## src/rtl/smpq_pkg.sv

```systemverilog
// Package for the sorted minimum priority queue: sizes, codes and item types
`default_nettype none

package smpq_pkg;

  localparam int DEPTH = 16;
  localparam int VAL_W = 16;
  localparam int CNT_W = $clog2(DEPTH + 1);
  localparam int HELD_W = 5;

  typedef enum logic {
    KIND_PUSH = 1'b0,
    KIND_POP  = 1'b1
  } smpq_kind_t;

  typedef enum logic [1:0] {
    ST_DONE  = 2'd0,
    ST_EMPTY = 2'd1,
    ST_FULL  = 2'd2
  } smpq_status_t;

  typedef struct packed {
    smpq_kind_t         kind;
    logic [VAL_W-1:0]   value;
  } smpq_in_t;

  typedef struct packed {
    smpq_status_t       status;
    logic [VAL_W-1:0]   popped_value;
    logic [VAL_W-1:0]   smallest_now;
    logic [HELD_W-1:0]  held_count;
    logic               is_empty;
  } smpq_out_t;

  // Operation broadcast to every cell of the row
  typedef struct packed {
    logic               push_en;
    logic               pop_en;
    logic [VAL_W-1:0]   value;
  } smpq_cmd_t;

endpackage

`default_nettype wire

```

## src/rtl/smpq_cell.sv

```systemverilog
// One cell of the sorted row: holds one value and trades it with its neighbors
`default_nettype none

module smpq_cell
  import smpq_pkg::*;
(
  input  wire logic             clk,
  input  wire smpq_cmd_t        cmd,
  input  wire logic             occupied,
  input  wire logic             left_le,
  input  wire logic [VAL_W-1:0] left_val,
  input  wire logic [VAL_W-1:0] right_val,
  output logic                  le,
  output logic [VAL_W-1:0]      val_q,
  output logic [VAL_W-1:0]      val_nxt
);

  logic [VAL_W-1:0] val_r;

  // Flag a held value that the new value must go after
  assign le = occupied && (val_r <= cmd.value);

  // Keep, insert or shift right on push; shift left on pop
  always_comb begin
    val_nxt = val_r;
    if (cmd.push_en) begin
      if (le) begin
        val_nxt = val_r;
      end else if (left_le) begin
        val_nxt = cmd.value;
      end else begin
        val_nxt = left_val;
      end
    end else if (cmd.pop_en) begin
      val_nxt = right_val;
    end
  end

  always_ff @(posedge clk) begin
    val_r <= val_nxt;
  end

  assign val_q = val_r;

endmodule

`default_nettype wire

```

## src/rtl/sorted_min_priority_queue_core.sv

```systemverilog
// The result of each accepted item is registered into the output register.
// Throughput: one push or pop per cycle while not stalled; every cell compares against
// the new value at once. The row shifts one place per item, so no item waits on another.
// Reset clears the fill count and the output valid; cell contents stay undefined.
// Stall on the input follows only a full output register that is itself stalled.
`default_nettype none

module sorted_min_priority_queue_core
  import smpq_pkg::*;
(
  input  wire logic      clk,
  input  wire logic      rst_n,
  input  wire logic      in_valid,
  output logic           in_stall,
  input  wire smpq_in_t  in_data,
  output logic           out_valid,
  input  wire logic      out_stall,
  output smpq_out_t      out_data
);

  logic [CNT_W-1:0]     count_r;
  logic [CNT_W-1:0]     count_nxt;
  logic                 out_valid_r;
  logic                 out_valid_nxt;
  smpq_out_t            out_data_r;
  smpq_out_t            result;
  smpq_cmd_t            cmd;
  logic                 accept;
  logic                 full;
  logic                 empty;
  logic [DEPTH:0]       le_chain;
  logic [VAL_W-1:0]     cell_q   [DEPTH];
  logic [VAL_W-1:0]     cell_nxt [DEPTH];
  logic [CNT_W+HELD_W-1:0] count_ext;

  // Take an item unless a finished result is held and stalled
  assign in_stall = out_valid_r && out_stall;
  assign accept   = in_valid && !in_stall;
  assign full     = (count_r == CNT_W'(DEPTH));
  assign empty    = (count_r == '0);

  assign cmd.push_en = accept && (in_data.kind == KIND_PUSH) && !full;
  assign cmd.pop_en  = accept && (in_data.kind == KIND_POP) && !empty;
  assign cmd.value   = in_data.value;

  // Build the row of cells
  assign le_chain[0] = 1'b1;
  for (genvar i = 0; i < DEPTH; i++) begin : g_cell
    logic [VAL_W-1:0] left_v;
    logic [VAL_W-1:0] right_v;
    if (i == 0) begin : g_first
      assign left_v = '0;
    end else begin : g_mid
      assign left_v = cell_q[i-1];
    end
    if (i == DEPTH - 1) begin : g_last
      assign right_v = '0;
    end else begin : g_inner
      assign right_v = cell_q[i+1];
    end
    smpq_cell u_cell (
      .clk       (clk),
      .cmd       (cmd),
      .occupied  (CNT_W'(i) < count_r),
      .left_le   (le_chain[i]),
      .left_val  (left_v),
      .right_val (right_v),
      .le        (le_chain[i+1]),
      .val_q     (cell_q[i]),
      .val_nxt   (cell_nxt[i])
    );
  end

  // Advance the fill count
  always_comb begin
    count_nxt = count_r;
    if (cmd.push_en) begin
      count_nxt = count_r + CNT_W'(1);
    end else if (cmd.pop_en) begin
      count_nxt = count_r - CNT_W'(1);
    end
  end

  assign count_ext = {{HELD_W{1'b0}}, count_nxt};

  // Form the result from the item and the state before and after it
  always_comb begin
    result.status = ST_DONE;
    if (in_data.kind == KIND_PUSH && full) begin
      result.status = ST_FULL;
    end else if (in_data.kind == KIND_POP && empty) begin
      result.status = ST_EMPTY;
    end
    result.popped_value = cmd.pop_en ? cell_q[0] : '0;
    result.smallest_now = (count_nxt != '0) ? cell_nxt[0] : '0;
    result.held_count   = count_ext[HELD_W-1:0];
    result.is_empty     = (count_nxt == '0);
  end

  // Load the output register on accept, drop it once taken
  always_comb begin
    out_valid_nxt = out_valid_r;
    if (accept) begin
      out_valid_nxt = 1'b1;
    end else if (!out_stall) begin
      out_valid_nxt = 1'b0;
    end
  end

  always_ff @(posedge clk) begin
    if (!rst_n) begin
      count_r     <= '0;
      out_valid_r <= 1'b0;
    end else begin
      count_r     <= count_nxt;
      out_valid_r <= out_valid_nxt;
    end
  end

  always_ff @(posedge clk) begin
    if (accept) begin
      out_data_r <= result;
    end
  end

  assign out_valid = out_valid_r;
  assign out_data  = out_data_r;

endmodule

`default_nettype wire

```

## config.mk

```make
export PLATFORM = sky130hd
export DESIGN_NAME = sorted_min_priority_queue_core
export DESIGN_NICKNAME = d
export VERILOG_FILES = /design/src/rtl/smpq_pkg.sv /design/src/rtl/smpq_cell.sv /design/src/rtl/sorted_min_priority_queue_core.sv
export SDC_FILE = /design/constraint.sdc
export NUM_CORES = 1
export LEC_CHECK = 0
export ABC_AREA = 1
export BUFFER_PORTS_ARGS = -buffer_cell sky130_fd_sc_hd__buf_2
export CAP_MARGIN = 10
export CORE_MARGIN = 2
export CORE_UTILIZATION = 25
export DETAILED_ROUTE_END_ITERATION = 7
export SLEW_MARGIN = 20
export SYNTH_ARGS = -nofsm -noshare
export SYNTH_HDL_FRONTEND = slang
export SYNTH_SLANG_ARGS = --single-unit
export TNS_END_PERCENT = 100
```

## constraint.sdc

```tcl
create_clock -name clk -period 3.3 [get_ports clk]
set_clock_uncertainty 0.2 [all_clocks]
set_input_delay 0.165 -clock clk [delete_from_list [all_inputs] [get_ports clk]]
set_output_delay 0.165 -clock clk [all_outputs]
set_load 0.01 [all_outputs]
```

==> results of run 1 <==
[kinds of logic (layout without fill, tap and decap cells)]
group | after synthesis | count (layout) | synth area share [%]
AND/OR/NAND/NOR | 1578 | 1578 | 30.49
buffers and inverters | 447 | 549 | 7.910
flip-flops | 302 | 302 | 39.70
AO/OA/AOI/OAI | 275 | 275 | 7.157
adder cells (fa/ha/maj) | 260 | 260 | 14.60
XOR/XNOR | 3 | 3 | 0.1516
[how the worst max path moves through the flow]
stage                                        to  slack, ns  cells after the start
floorplan            g_cell[10].u_cell.val_q[0]      -0.18                     12
global placement    g_cell[10].u_cell.val_q[13]       0.40                     14
detailed placement  g_cell[10].u_cell.val_q[13]       0.37                     14
CTS                 g_cell[10].u_cell.val_q[13]       0.39                     14
global route         g_cell[5].u_cell.val_q[14]       0.09                     16
finish              g_cell[10].u_cell.val_q[13]       0.33                     14
[final cells by class]
cell class	instances	area share [%]
multi-input combinational	2116	45.35
sequential	302	34.30
tap	1165	5.650
timing repair buffer	165	5.218
inverter	317	4.675
clock buffer	43	3.715
clock inverter	24	1.091
[stage by stage]
| stage | cell area, um^2 | worst slack, ns | TNS, ns | power, uW | hold WS [ns] |
|---|---|---|---|---|---|
| after floorplan | 22290 | -0.1810 | -32.16 | 11050 | 0.1501 |
| after global placement | 24360 | 0.4048 | 0 | 13160 | 0.2691 |
| after detailed placement | 24360 | 0.3747 | 0 | 13290 | 0.2764 |
| after CTS | 25800 | 0.3885 | 0 | 17670 | 0.2348 |
| after global routing | 25800 | 0.09206 | 0 | 18900 | 0.2580 |
| final | 25800 | 0.3262 | 0 | 17630 | 0.2586 |
[sequential cells by signal, summed over array words and instances (netlist names)]
signal	cells
out_valid	1
out_data	40
count_r	5
g_cell.u_cell.val_q	256
[critical path: cells and delay by family]
kind | cells | cell delay [ns]
adders and majority gates | 1 | 0.32
and+or+nand+nor | 7 | 1.32
buffers and inverters | 4 | 1.10
AOI/OAI and AO/OA | 2 | 0.27
[power by group through the flow]
stage          clock (uW)  sequential (uW)  combinational, uW
2_1_floorplan           0             6220               4830
3_3_place_gp            0             6520               6640
3_5_place_dp            0             6510               6780
4_1_cts              4390             6440               6840
5_1_grt              4510             6550               7830
6_report             4320             6450               6860
[Yosys cell counts, types with 3 or more instances]
cell type and number:
sky130_fd_sc_hd__edfxtp_1 280, sky130_fd_sc_hd__o21a_1 4, sky130_fd_sc_hd__a21oi_1 172, sky130_fd_sc_hd__ha_1 260, sky130_fd_sc_hd__a21oi_2 8, sky130_fd_sc_hd__nor2_2 4
sky130_fd_sc_hd__nor3_1 17, sky130_fd_sc_hd__inv_1 300, sky130_fd_sc_hd__o21ai_0 34, sky130_fd_sc_hd__a31oi_1 15, sky130_fd_sc_hd__inv_2 13, sky130_fd_sc_hd__buf_4 4
sky130_fd_sc_hd__nand2_4 3, sky130_fd_sc_hd__buf_2 37, sky130_fd_sc_hd__nand2_1 888, sky130_fd_sc_hd__a21o_1 12, sky130_fd_sc_hd__nor2_1 117, sky130_fd_sc_hd__nand2_2 7
sky130_fd_sc_hd__buf_1 6, sky130_fd_sc_hd__clkbuf_1 81, sky130_fd_sc_hd__dfxtp_1 22, sky130_fd_sc_hd__a22oi_1 15, sky130_fd_sc_hd__nand3_1 492, sky130_fd_sc_hd__o21ai_1 4
sky130_fd_sc_hd__nand4_1 44
[cells in the final DEF (no fill, tap or decap), drive strengths merged, types with 20 or more instances in the layout]
cell           n
a21oi        180
buf          145
clkbuf        43
dfxtp         22
dlygate4sd3   20
edfxtp       280
ha           260
inv          316
nand2        899
nand3        495
nand4         44
nor2         123
o21ai         42
[per-layer routing]
metal	vias to the layer above	track usage (%)	wire length [um]
li1	9834	-	-
met1	9560	20.38	31270
met2	564	23.59	30490
met3	78	2.062	3731
met4	0	3.331	1218
met5	-	0	0
==> reports/metrics.yaml, run 1 <==
run_status:
  status: "completed"
die:
  core_area_um2: 88370
  starting_density_of_the_core_pct: 25.22
  die_height_um: 302.6
  die_w_um: 302.6
  fp.dieArea_um2: 91560
  total_number_of_placement_rows: 109
  ios: 63
detailed_routing:
  drt_drc_violations_left: 0
  detail-route-antenna-nets: 0
  route.detailed.vias_per_inst: 4.849
  wirelength_mm: 66.72
  drt-wirelength-per-cell_um: 16.15
  firstDrtPassIters: 6
  vias: 20040
  detail_route.iter0.violations: 1668
timing:
  final_hold_viol_count: 0
  worstMarginPinSlew_ns: 1.029
  grt_setup_unrepaired: "false"
  setup-violations-final: 0
  final_max_slew_viol_count: 0
  final.period_utilization_pct: 90.12
  period_minus_slack_ns: 2.974
  fmax_mhz: 336.3
  max_slew_headroom_pct: 31.41
synthesis:
  yosys_warnings: 0
  post_synth_inst_count: 2865
  netlist.top_cell.by_area: "sky130_fd_sc_hd__edfxtp_1"
  yosysTopAreaCellShare_pct: 37.72
  synthesis.area_per_instance_um2: 7.780
  asyncSetResetFlopFracSynth_pct: 0
  syn-cell-area_um2: 22290
  postSynthNetCount: 3146
  yosys-top-cells-area: "sky130_fd_sc_hd__edfxtp_1 38%, sky130_fd_sc_hd__nand2_1 15%, sky130_fd_sc_hd__ha_1 15%"
  ys_dominant_reg_cell: "sky130_fd_sc_hd__edfxtp_1"
  synth.ff_latch_count: 302
  synth_seq_area_share_pct: 39.70
  synth_edf_count: 280
  synth.distinct_cells: 44
placement:
  numPlacedInstances: 4045
  estimated_wirelength_of_the_detail_placed_design_mm: 47.09
  portBuffers: 62
  gp_congestion: 0.8391
finish:
  antennaDiodeCount: 0
  layout-drive-gt1-share_pct: 8.662
  nNetsFinal: 3220
  register_area_um2: 8848
  area_occupied_by_multi_input_gates_um2: 11700
  fillerInstances: 9551
  final_cell_count_no_fill: 4132
  postLayoutCoreUtil_pct: 29.19
  flow.area_growth_from_synthesis_pct: 15.75
critical_path:
  timing.critical_path.from: "in_data[15]"
  worst-path-max-fanout: 16
  crit_required_ns: 3.52
  critical_path.cell_chain: "dlygate4sd3_1 -> buf_2 -> inv_1 -> buf_4 -> ha_1 -> a21oi_1 -> o21ai_0 -> nor2_1 -> nand2_1 -> nand2_1 -> nand2_1 -> nand2_1 -> nand3_1 -> nand2_1"
  cpMostUsedCell: "sky130_fd_sc_hd__nand2_1"
  ff2ff_path_depth: 11
  critPathArrivalTime_ns: 3.20
  worst_setup_path_start_kind: "input pin"
  critical-path-slowest-cell: "sky130_fd_sc_hd__dlygate4sd3_1"
  crit-reg2reg-launch: "count_r[2]"
  critical_path.reg2reg.endpoint: "out_data[17]"
  critical_path_class: "in -> reg"
  cp-end-kind: "flop"
  worst_reg2reg_setup_slack_ns: 0.44
  cp_slowest_stage_delay_ns: 0.53
power_and_ir_drop:
  ir_worst_vdd_v: 0.0003962
  switching_share_pct: 40.53
  power_density_nw_per_um2: 683.2
  leakage_uw: 0.01223
  power.combinational.fraction_pct: 38.9
  netSwitchingPower_uw: 7144
  power_frac_seq_pct: 36.6
  clock_power_share_pct: 24.5
  cell_internal_pwr_uw: 10480
hold_path:
  min-delay-start: "rst_n"
  hold-path-cell-count: 4
  min_delay_worst_endpoint: "count_r[4]"
  min_path_type: "in -> reg"
global_routing:
  globalRouteTotalUtil_pct: 14.53
  largest_net_degree_at_the_start_of_global_routing: 109
  first_global_vias: 19350
  number_of_antenna_violations_at_the_first_check_in_global_routing: 0
  grt-ovfl-total: 0
  global_route_wire_length_before_repair_mm: 107.3
cts:
  cts_max_path_buffers: 3
  insertion_delay_to_the_later_sink_of_the_worst_skew_pair_ns: 0.57
  h-tree-depth: 2
  post_cts_setup_buffer_count: 0
  total_clock_buffers_created_by_cts: 37
  clk_root_buffer_cell: "sky130_fd_sc_hd__clkbuf_16"
  holdBufCountCts: 20
  cts_tree: "done"
  cts_resized: 0
  clock-sinks: 302
  clk_transition_reported_paths_ns: 0.06
run:
  drv.max_cap_violation_count: 0
(Power assumes the default switching activity.)
==> inputs of run 2 (changes only) <==
- CTS_BUF_LIST: default -> sky130_fd_sc_hd__clkbuf_4 sky130_fd_sc_hd__clkbuf_8
- PLACE_DENSITY: default -> 0.44
==> run 2 against run 1 <==
  * Wire length increased by 10%
  * Combinational power increased by 2%
  * Power shrank 1.8%
  * Via count is 0.48% lower
  * Global-route usage increased by 1.6 points
  * Final area rose by 0.59%
  * Clock-buffer cell count increased by 37
  * Critical path depth decreased by 1
  * Final cell count increased by 1.7%
  * Sequential share of layout area shrank 0.20 points
  * Critical path type unchanged
==> reports/metrics.yaml, run 2 (same netlist as run 1, synthesis figures left out) <==
run_status:
  status: "completed"
detailed_routing:
  detail_route.iter0.violations: 1344
  drt_drc_violations_left: 0
  vias: 19940
  detail-route-antenna-nets: 0
  drt-wirelength-per-cell_um: 17.50
  route.detailed.vias_per_inst: 4.744
  wirelength_mm: 73.57
  firstDrtPassIters: 5
critical_path:
  crit_required_ns: 3.52
  worst-path-max-fanout: 16
  critPathArrivalTime_ns: 3.22
  critical_path_class: "in -> reg"
  cp-end-kind: "flop"
  worst_setup_path_start_kind: "input pin"
finish:
  final_cell_mix: "888 x sky130_fd_sc_hd__nand2_1, 492 x sky130_fd_sc_hd__nand3_1, 298 x sky130_fd_sc_hd__inv_1"
  final_non_filler_cell_area_um2: 25950
  register_area_um2: 8848
  fillerInstances: 9735
  area_occupied_by_multi_input_gates_um2: 11700
  layout-drive-gt1-share_pct: 10.84
  flow.area_growth_from_synthesis_pct: 16.43
  mostFrequentLayoutCell: "sky130_fd_sc_hd__nand2_1"
  nNetsFinal: 3275
  final_cell_count_no_fill: 4203
  largest_register_ffs: 256
cts:
  clk_transition_reported_paths_ns: 0.06
  cts_max_path_buffers: 3
  clk_root_buffer_cell: "sky130_fd_sc_hd__clkbuf_8"
  cts_tree: "done"
  total_clock_buffers_created_by_cts: 58
  insertion_delay_to_the_later_sink_of_the_worst_skew_pair_ns: 0.69
  h-tree-depth: 2
  clock-sinks: 302
timing:
  max_slew_headroom_pct: 38.39
  final_hold_viol_count: 0
  worstMarginPinSlew_ns: 0.9241
  final.period_utilization_pct: 90.93
  final_max_slew_viol_count: 0
  period_minus_slack_ns: 3.001
  fin_setup_tns_ns: 0
  fmax_mhz: 333.2
  grt_setup_unrepaired: "false"
  setup-violations-final: 0
global_routing:
  first_global_vias: 19710
  globalRouteTotalUtil_pct: 16.11
  grt-ovfl-total: 0
  global_route_wire_length_before_repair_mm: 115.6
  largest_net_degree_at_the_start_of_global_routing: 161
  number_of_antenna_violations_at_the_first_check_in_global_routing: 1
placement:
  portBuffers: 62
  numPlacedInstances: 4080
  estimated_wirelength_of_the_detail_placed_design_mm: 53.11
  gp_congestion: 0.8118
  detailed_place.area_um2: 24610
power_and_ir_drop:
  netSwitchingPower_uw: 7261
  power.combinational.fraction_pct: 40.5
  clock_power_share_pct: 22.4
  switching_share_pct: 41.96
  leakage_uw: 0.01240
  cell_internal_pwr_uw: 10040
  power_density_nw_per_um2: 666.8
  power_frac_seq_pct: 37.2
  ir_worst_vdd_v: 0.0002832
  report.power.total_uw: 17300
hold_path:
  min_path_type: "in -> reg"
die:
  die_height_um: 302.6
  ios: 63
  fp.dieArea_um2: 91560
  total_number_of_placement_rows: 109
  starting_density_of_the_core_pct: 25.22
  die_w_um: 302.6
  core_area_um2: 88370
run:
  drv.max_cap_violation_count: 0
run 2: per-layer routing:
| layer | share of wire [%] | up-vias | track usage (%) |
|---|---|---|---|
| met5 | 0 | - | 0 |
| met3 | 4.9 | 100 | 1.984 |
| met4 | 2.2 | 0 | 4.222 |
| met2 | 46 | 389 | 26.13 |
| li1 | - | 9960 | - |
| met1 | 47 | 9490 | 22.60 |
run 2: path summary, 6_finish.rpt:
path	start	endpoint	slack, ns	cells past startpoint
setup / recovery	in_data[15]	g_cell[4].u_cell.val_q[11]	0.30	13
hold / removal	in_data[0]	g_cell[1].u_cell.val_q[0]	0.11	4
setup reg to reg	count_r[0]	g_cell[9].u_cell.val_q[12]	0.49	8
hold reg to reg	g_cell[7].u_cell.val_q[0]	g_cell[6].u_cell.val_q[0]	0.35	2
run 2: layout make-up:
type	count	area share, %
Timing Repair Buffer	199	6.113
Multi-Input combinational cell	2116	45.09
Inverter	317	4.648
Clock buffer	80	3.929
Clock inverter	22	0.4870
Sequential cell	302	34.10
Tap cell	1165	5.617
Antenna cell	2	0.01929
run 2: repair_timing:
action	CTS	global route
endpoints found under the hold margin	139	0
buffers inserted	0	0
hold buffers	19	0
gates resized for setup	0	0
run 2: worst max-delay path, stage by stage:
cell and delay [ns]:
sky130_fd_sc_hd__dlygate4sd3_1 0.53, sky130_fd_sc_hd__buf_2 0.14, sky130_fd_sc_hd__clkinv_1 0.33, sky130_fd_sc_hd__buf_4 0.34
sky130_fd_sc_hd__ha_1 0.34, sky130_fd_sc_hd__nand4_1 0.13, sky130_fd_sc_hd__nor3_1 0.41, sky130_fd_sc_hd__nand4_1 0.15
sky130_fd_sc_hd__nand2_1 0.14, sky130_fd_sc_hd__buf_4 0.25, sky130_fd_sc_hd__nand3_1 0.09, sky130_fd_sc_hd__nand3_1 0.12
sky130_fd_sc_hd__nand2_1 0.06
run 2: per-stage QoR:
| stage | util (%) | hold WS, ns | setup WS (ns) |
|---|---|---|---|
| after floorplan | - | 0.1501 | -0.1810 |
| after global placement | 27.85 | 0.2721 | 0.2150 |
| after detailed placement | 27.85 | 0.2793 | 0.1873 |
| after CTS | 29.36 | 0.07214 | 0.3812 |
| after global routing | 29.36 | 0.1205 | 0.008197 |
| final | 29.36 | 0.1091 | 0.2992 |
run 2: power groups by stage:
| stage | clock network (uW) | registers (uW) | logic (uW) |
|---|---|---|---|
| after floorplan | 0 | 6220 | 4830 |
| after global placement | 0 | 6530 | 6990 |
| after detailed placement | 0 | 6510 | 7000 |
| after CTS | 4020 | 6440 | 7060 |
| after global routing | 4130 | 6540 | 8030 |
| final | 3870 | 6430 | 7000 |
==> inputs of run 3 (changes only) <==
- ABC_AREA: 1 -> default
- PLACE_DENSITY: 0.44 -> 0.43
- clock period: 3.3 -> 3.45 ns (I/O delays scaled with it)
==> run 3 against run 2 <==
  * Register-to-register slack lost 0.43 ns
  * Global-route usage rose by 3.8 points
  * Combinational power down 23%
  * First-iteration DRC count grew 50%
  * Sequential power down 8.7%
  * Area after synthesis shrank 3.0%
  * Non-clock buffer count increased by 76
  * Worst hold slack got worse by 0.079 ns
  * Sequential share of layout area is 0.22 points higher
  * Sequential cell count unchanged
  * Power decreased by 13%
  * Largest power group is now sequential cells
==> reports/metrics.yaml, run 3 <==
die:
  die_w_um: 298.1
  fp.dieArea_um2: 88860
  die_height_um: 298.1
  ios: 63
  starting_density_of_the_core_pct: 25.32
  core_area_um2: 85410
  total_number_of_placement_rows: 107
detailed_routing:
  detail_route.iter0.violations: 2020
  vias: 19770
  wirelength_mm: 91.33
  drt_drc_violations_left: 0
  route.detailed.vias_per_inst: 5.701
  detail-route-antenna-nets: 0
  firstDrtPassIters: 6
  drt-wirelength-per-cell_um: 26.33
finish:
  area_occupied_by_multi_input_gates_um2: 12080
  largest_register_ffs: 256
  final_non_filler_cell_area_um2: 25780
  final_cell_count_no_fill: 3468
  final_cell_mix: "280 x sky130_fd_sc_hd__edfxtp_1, 260 x sky130_fd_sc_hd__ha_1, 182 x sky130_fd_sc_hd__nand2_1, 182 x sky130_fd_sc_hd__buf_4, 150 x sky130_fd_sc_hd__a21oi_1"
  nNetsFinal: 2559
  layout-drive-gt1-share_pct: 20.14
  mostFrequentLayoutCell: "sky130_fd_sc_hd__edfxtp_1"
  flow.area_growth_from_synthesis_pct: 19.23
  fillerInstances: 8916
  register_area_um2: 8848
  antennaDiodeCount: 0
power_and_ir_drop:
  power_density_nw_per_um2: 580.8
  leakage_uw: 0.009832
  ir_worst_vdd_v: 0.0002543
critical_path:
  cp-end-kind: "flop"
  worst_reg2reg_setup_slack_ns: 0.06
  cpLargestDelayFamily: "simple AND/OR/NAND/NOR gates"
  cp_slowest_stage_delay_ns: 0.65
  timing.critical_path.from: "in_data[14]"
  cp_num_cells: 11
  critical_path.cell_chain: "dlygate4sd3_1 -> buf_2 -> inv_1 -> buf_4 -> ha_1 -> nand4_1 -> or4_1 -> or2_0 -> o31a_1 -> or3_1 -> o221a_2"
  critical-path-slowest-cell: "sky130_fd_sc_hd__or3_1"
  worst_setup_path_start_kind: "input pin"
  critical_path_class: "in -> reg"
  critical_path.reg2reg.endpoint: "g_cell[6].u_cell.val_q[2]"
  crit_required_ns: 3.64
  critPathArrivalTime_ns: 3.61
  timing.critical_path.buf_inv: 4
  crit-reg2reg-launch: "g_cell[5].u_cell.val_q[13]"
  worst-path-max-fanout: 16
  ff2ff_path_depth: 7
timing:
  period_minus_slack_ns: 3.419
  fin_setup_tns_ns: 0
  grt_setup_unrepaired: "true"
  final.period_utilization_pct: 99.09
  fmax_mhz: 292.5
  setup-violations-final: 0
  worstMarginPinSlew_ns: 0.8669
  max_slew_headroom_pct: 42.20
  final_hold_viol_count: 0
  final_max_slew_viol_count: 0
placement:
  estimated_wirelength_of_the_detail_placed_design_mm: 66.96
  portBuffers: 62
  numPlacedInstances: 3343
  detailed_place.area_um2: 24410
  gp_congestion: 0.9145
cts:
  clock-sinks: 302
  total_clock_buffers_created_by_cts: 57
  clk_root_buffer_cell: "sky130_fd_sc_hd__clkbuf_8"
  insertion_delay_to_the_later_sink_of_the_worst_skew_pair_ns: 0.71
  cts_max_path_buffers: 3
  cts_tree: "done"
  h-tree-depth: 2
  clk_transition_reported_paths_ns: 0.06
hold_path:
  min_delay_worst_endpoint: "out_data[5]"
  min-delay-start: "out_stall"
  min_path_type: "in -> reg"
  hold-path-cell-count: 4
global_routing:
  first_global_vias: 18900
  globalRouteTotalUtil_pct: 19.95
  grtUsageMet1_pct: 29.94
  met3_demand_to_capacity_share_in_global_routing_pct: 3.077
  global_route.peak_usage_layer: "met1"
  grt-ovfl-total: 0
  number_of_antenna_violations_at_the_first_check_in_global_routing: 0
  globalRouteMet2Util_pct: 29.25
  largest_net_degree_at_the_start_of_global_routing: 54
  global_route_wire_length_before_repair_mm: 132.4
synthesis:
  post_synth_inst_count: 2089
  postSynthNetCount: 2370
  asyncSetResetFlopFracSynth_pct: 0
  yosys-top-cells-area: "sky130_fd_sc_hd__edfxtp_1 39%, sky130_fd_sc_hd__ha_1 15%, sky130_fd_sc_hd__o221a_2 4.2%"
  synth.ff_latch_count: 302
  synth_seq_area_share_pct: 40.92
  syn-cell-area_um2: 21620
  synth_most_common_cell: "sky130_fd_sc_hd__edfxtp_1"
  yosys_warnings: 0
  netlist.top_cell.by_area: "sky130_fd_sc_hd__edfxtp_1"
  synthesis.area_per_instance_um2: 10.35
  synth_edf_count: 280
  yosysTopAreaCellShare_pct: 38.88
  synth.distinct_cells: 71
  ys_top_cells_by_count: "280 x sky130_fd_sc_hd__edfxtp_1, 260 x sky130_fd_sc_hd__ha_1, 183 x sky130_fd_sc_hd__nand2_1"
  ys_dominant_reg_cell: "sky130_fd_sc_hd__edfxtp_1"
run:
  drv.max_cap_violation_count: 0
run_status:
  status: "completed"
-- run 3: power by group --
| part | switching, uW | internal, uW |
|---|---|---|
| sequential | 847 | 5030 |
| clock | 1760 | 1920 |
| combinational | 3230 | 2180 |
-- run 3: per-stage QoR --
stage                     setup WS (ns)  power [uW]  util (%)  hold slack [ns]
after global routing           -0.09224       15790     30.18          0.03594
after global placement          -0.2441       11100     28.58           0.1933
after CTS                       0.01526       14960     30.15         0.008133
after floorplan                 -0.1265        8975         -          0.09016
final                           0.03142       14980     30.18          0.03015
after detailed placement        -0.3144       11220     28.58           0.1972
-- run 3: final cells by class --
type	instances	area share, %
timing repair buffer	275	8.134
clock buffer	84	3.999
clock inverter	21	0.4416
sequential	302	34.32
tap	1144	5.552
multi-input combinational	1594	46.85
inverter	48	0.7037
-- run 3: logic make-up after synthesis --
group	count (synthesis)	share of synthesized area, %
multiplexers	33	1.533
adder cells (fa/ha/maj)	260	15.04
buffers and inverters	193	3.703
flip-flops	302	40.92
XOR/XNOR	5	0.2025
AO/OA/AOI/OAI	738	25.94
AND/OR/NAND/NOR	558	12.65
-- run 3: worst max-delay path by stage --
stage	end
2_1_floorplan	g_cell[1].u_cell.val_q[0]
3_3_place_gp	g_cell[12].u_cell.val_q[2]
3_5_place_dp	g_cell[12].u_cell.val_q[0]
4_1_cts	g_cell[4].u_cell.val_q[3]
5_1_grt	g_cell[3].u_cell.val_q[10]
6_report	g_cell[6].u_cell.val_q[2]
-- run 3: timing repair --
action / in CTS / in global routing
endpoints found under the hold margin: 65 / 0
buffers inserted: 0 / 0
resized for setup: 0 / 4
setup endpoints to repair: 0 / 94
hold buffers: 20 / 0
-- run 3: worst reg2reg max path, stage by stage (launching register included) --
cell                       delay (ns)
sky130_fd_sc_hd__edfxtp_1        0.48
sky130_fd_sc_hd__ha_1            0.35
sky130_fd_sc_hd__nand4_1         0.16
sky130_fd_sc_hd__or4_1           0.58
sky130_fd_sc_hd__or2_0           0.24
sky130_fd_sc_hd__o31a_1          0.12
sky130_fd_sc_hd__or3_1           0.65
sky130_fd_sc_hd__o221a_2         0.37
-- run 3: per-layer routing --
metal  up-vias  share of wire, %
li1       8801                 -
met1      9945                48
met2       884                42
met3       140               7.3
met4         0               2.9
met5         -                 0
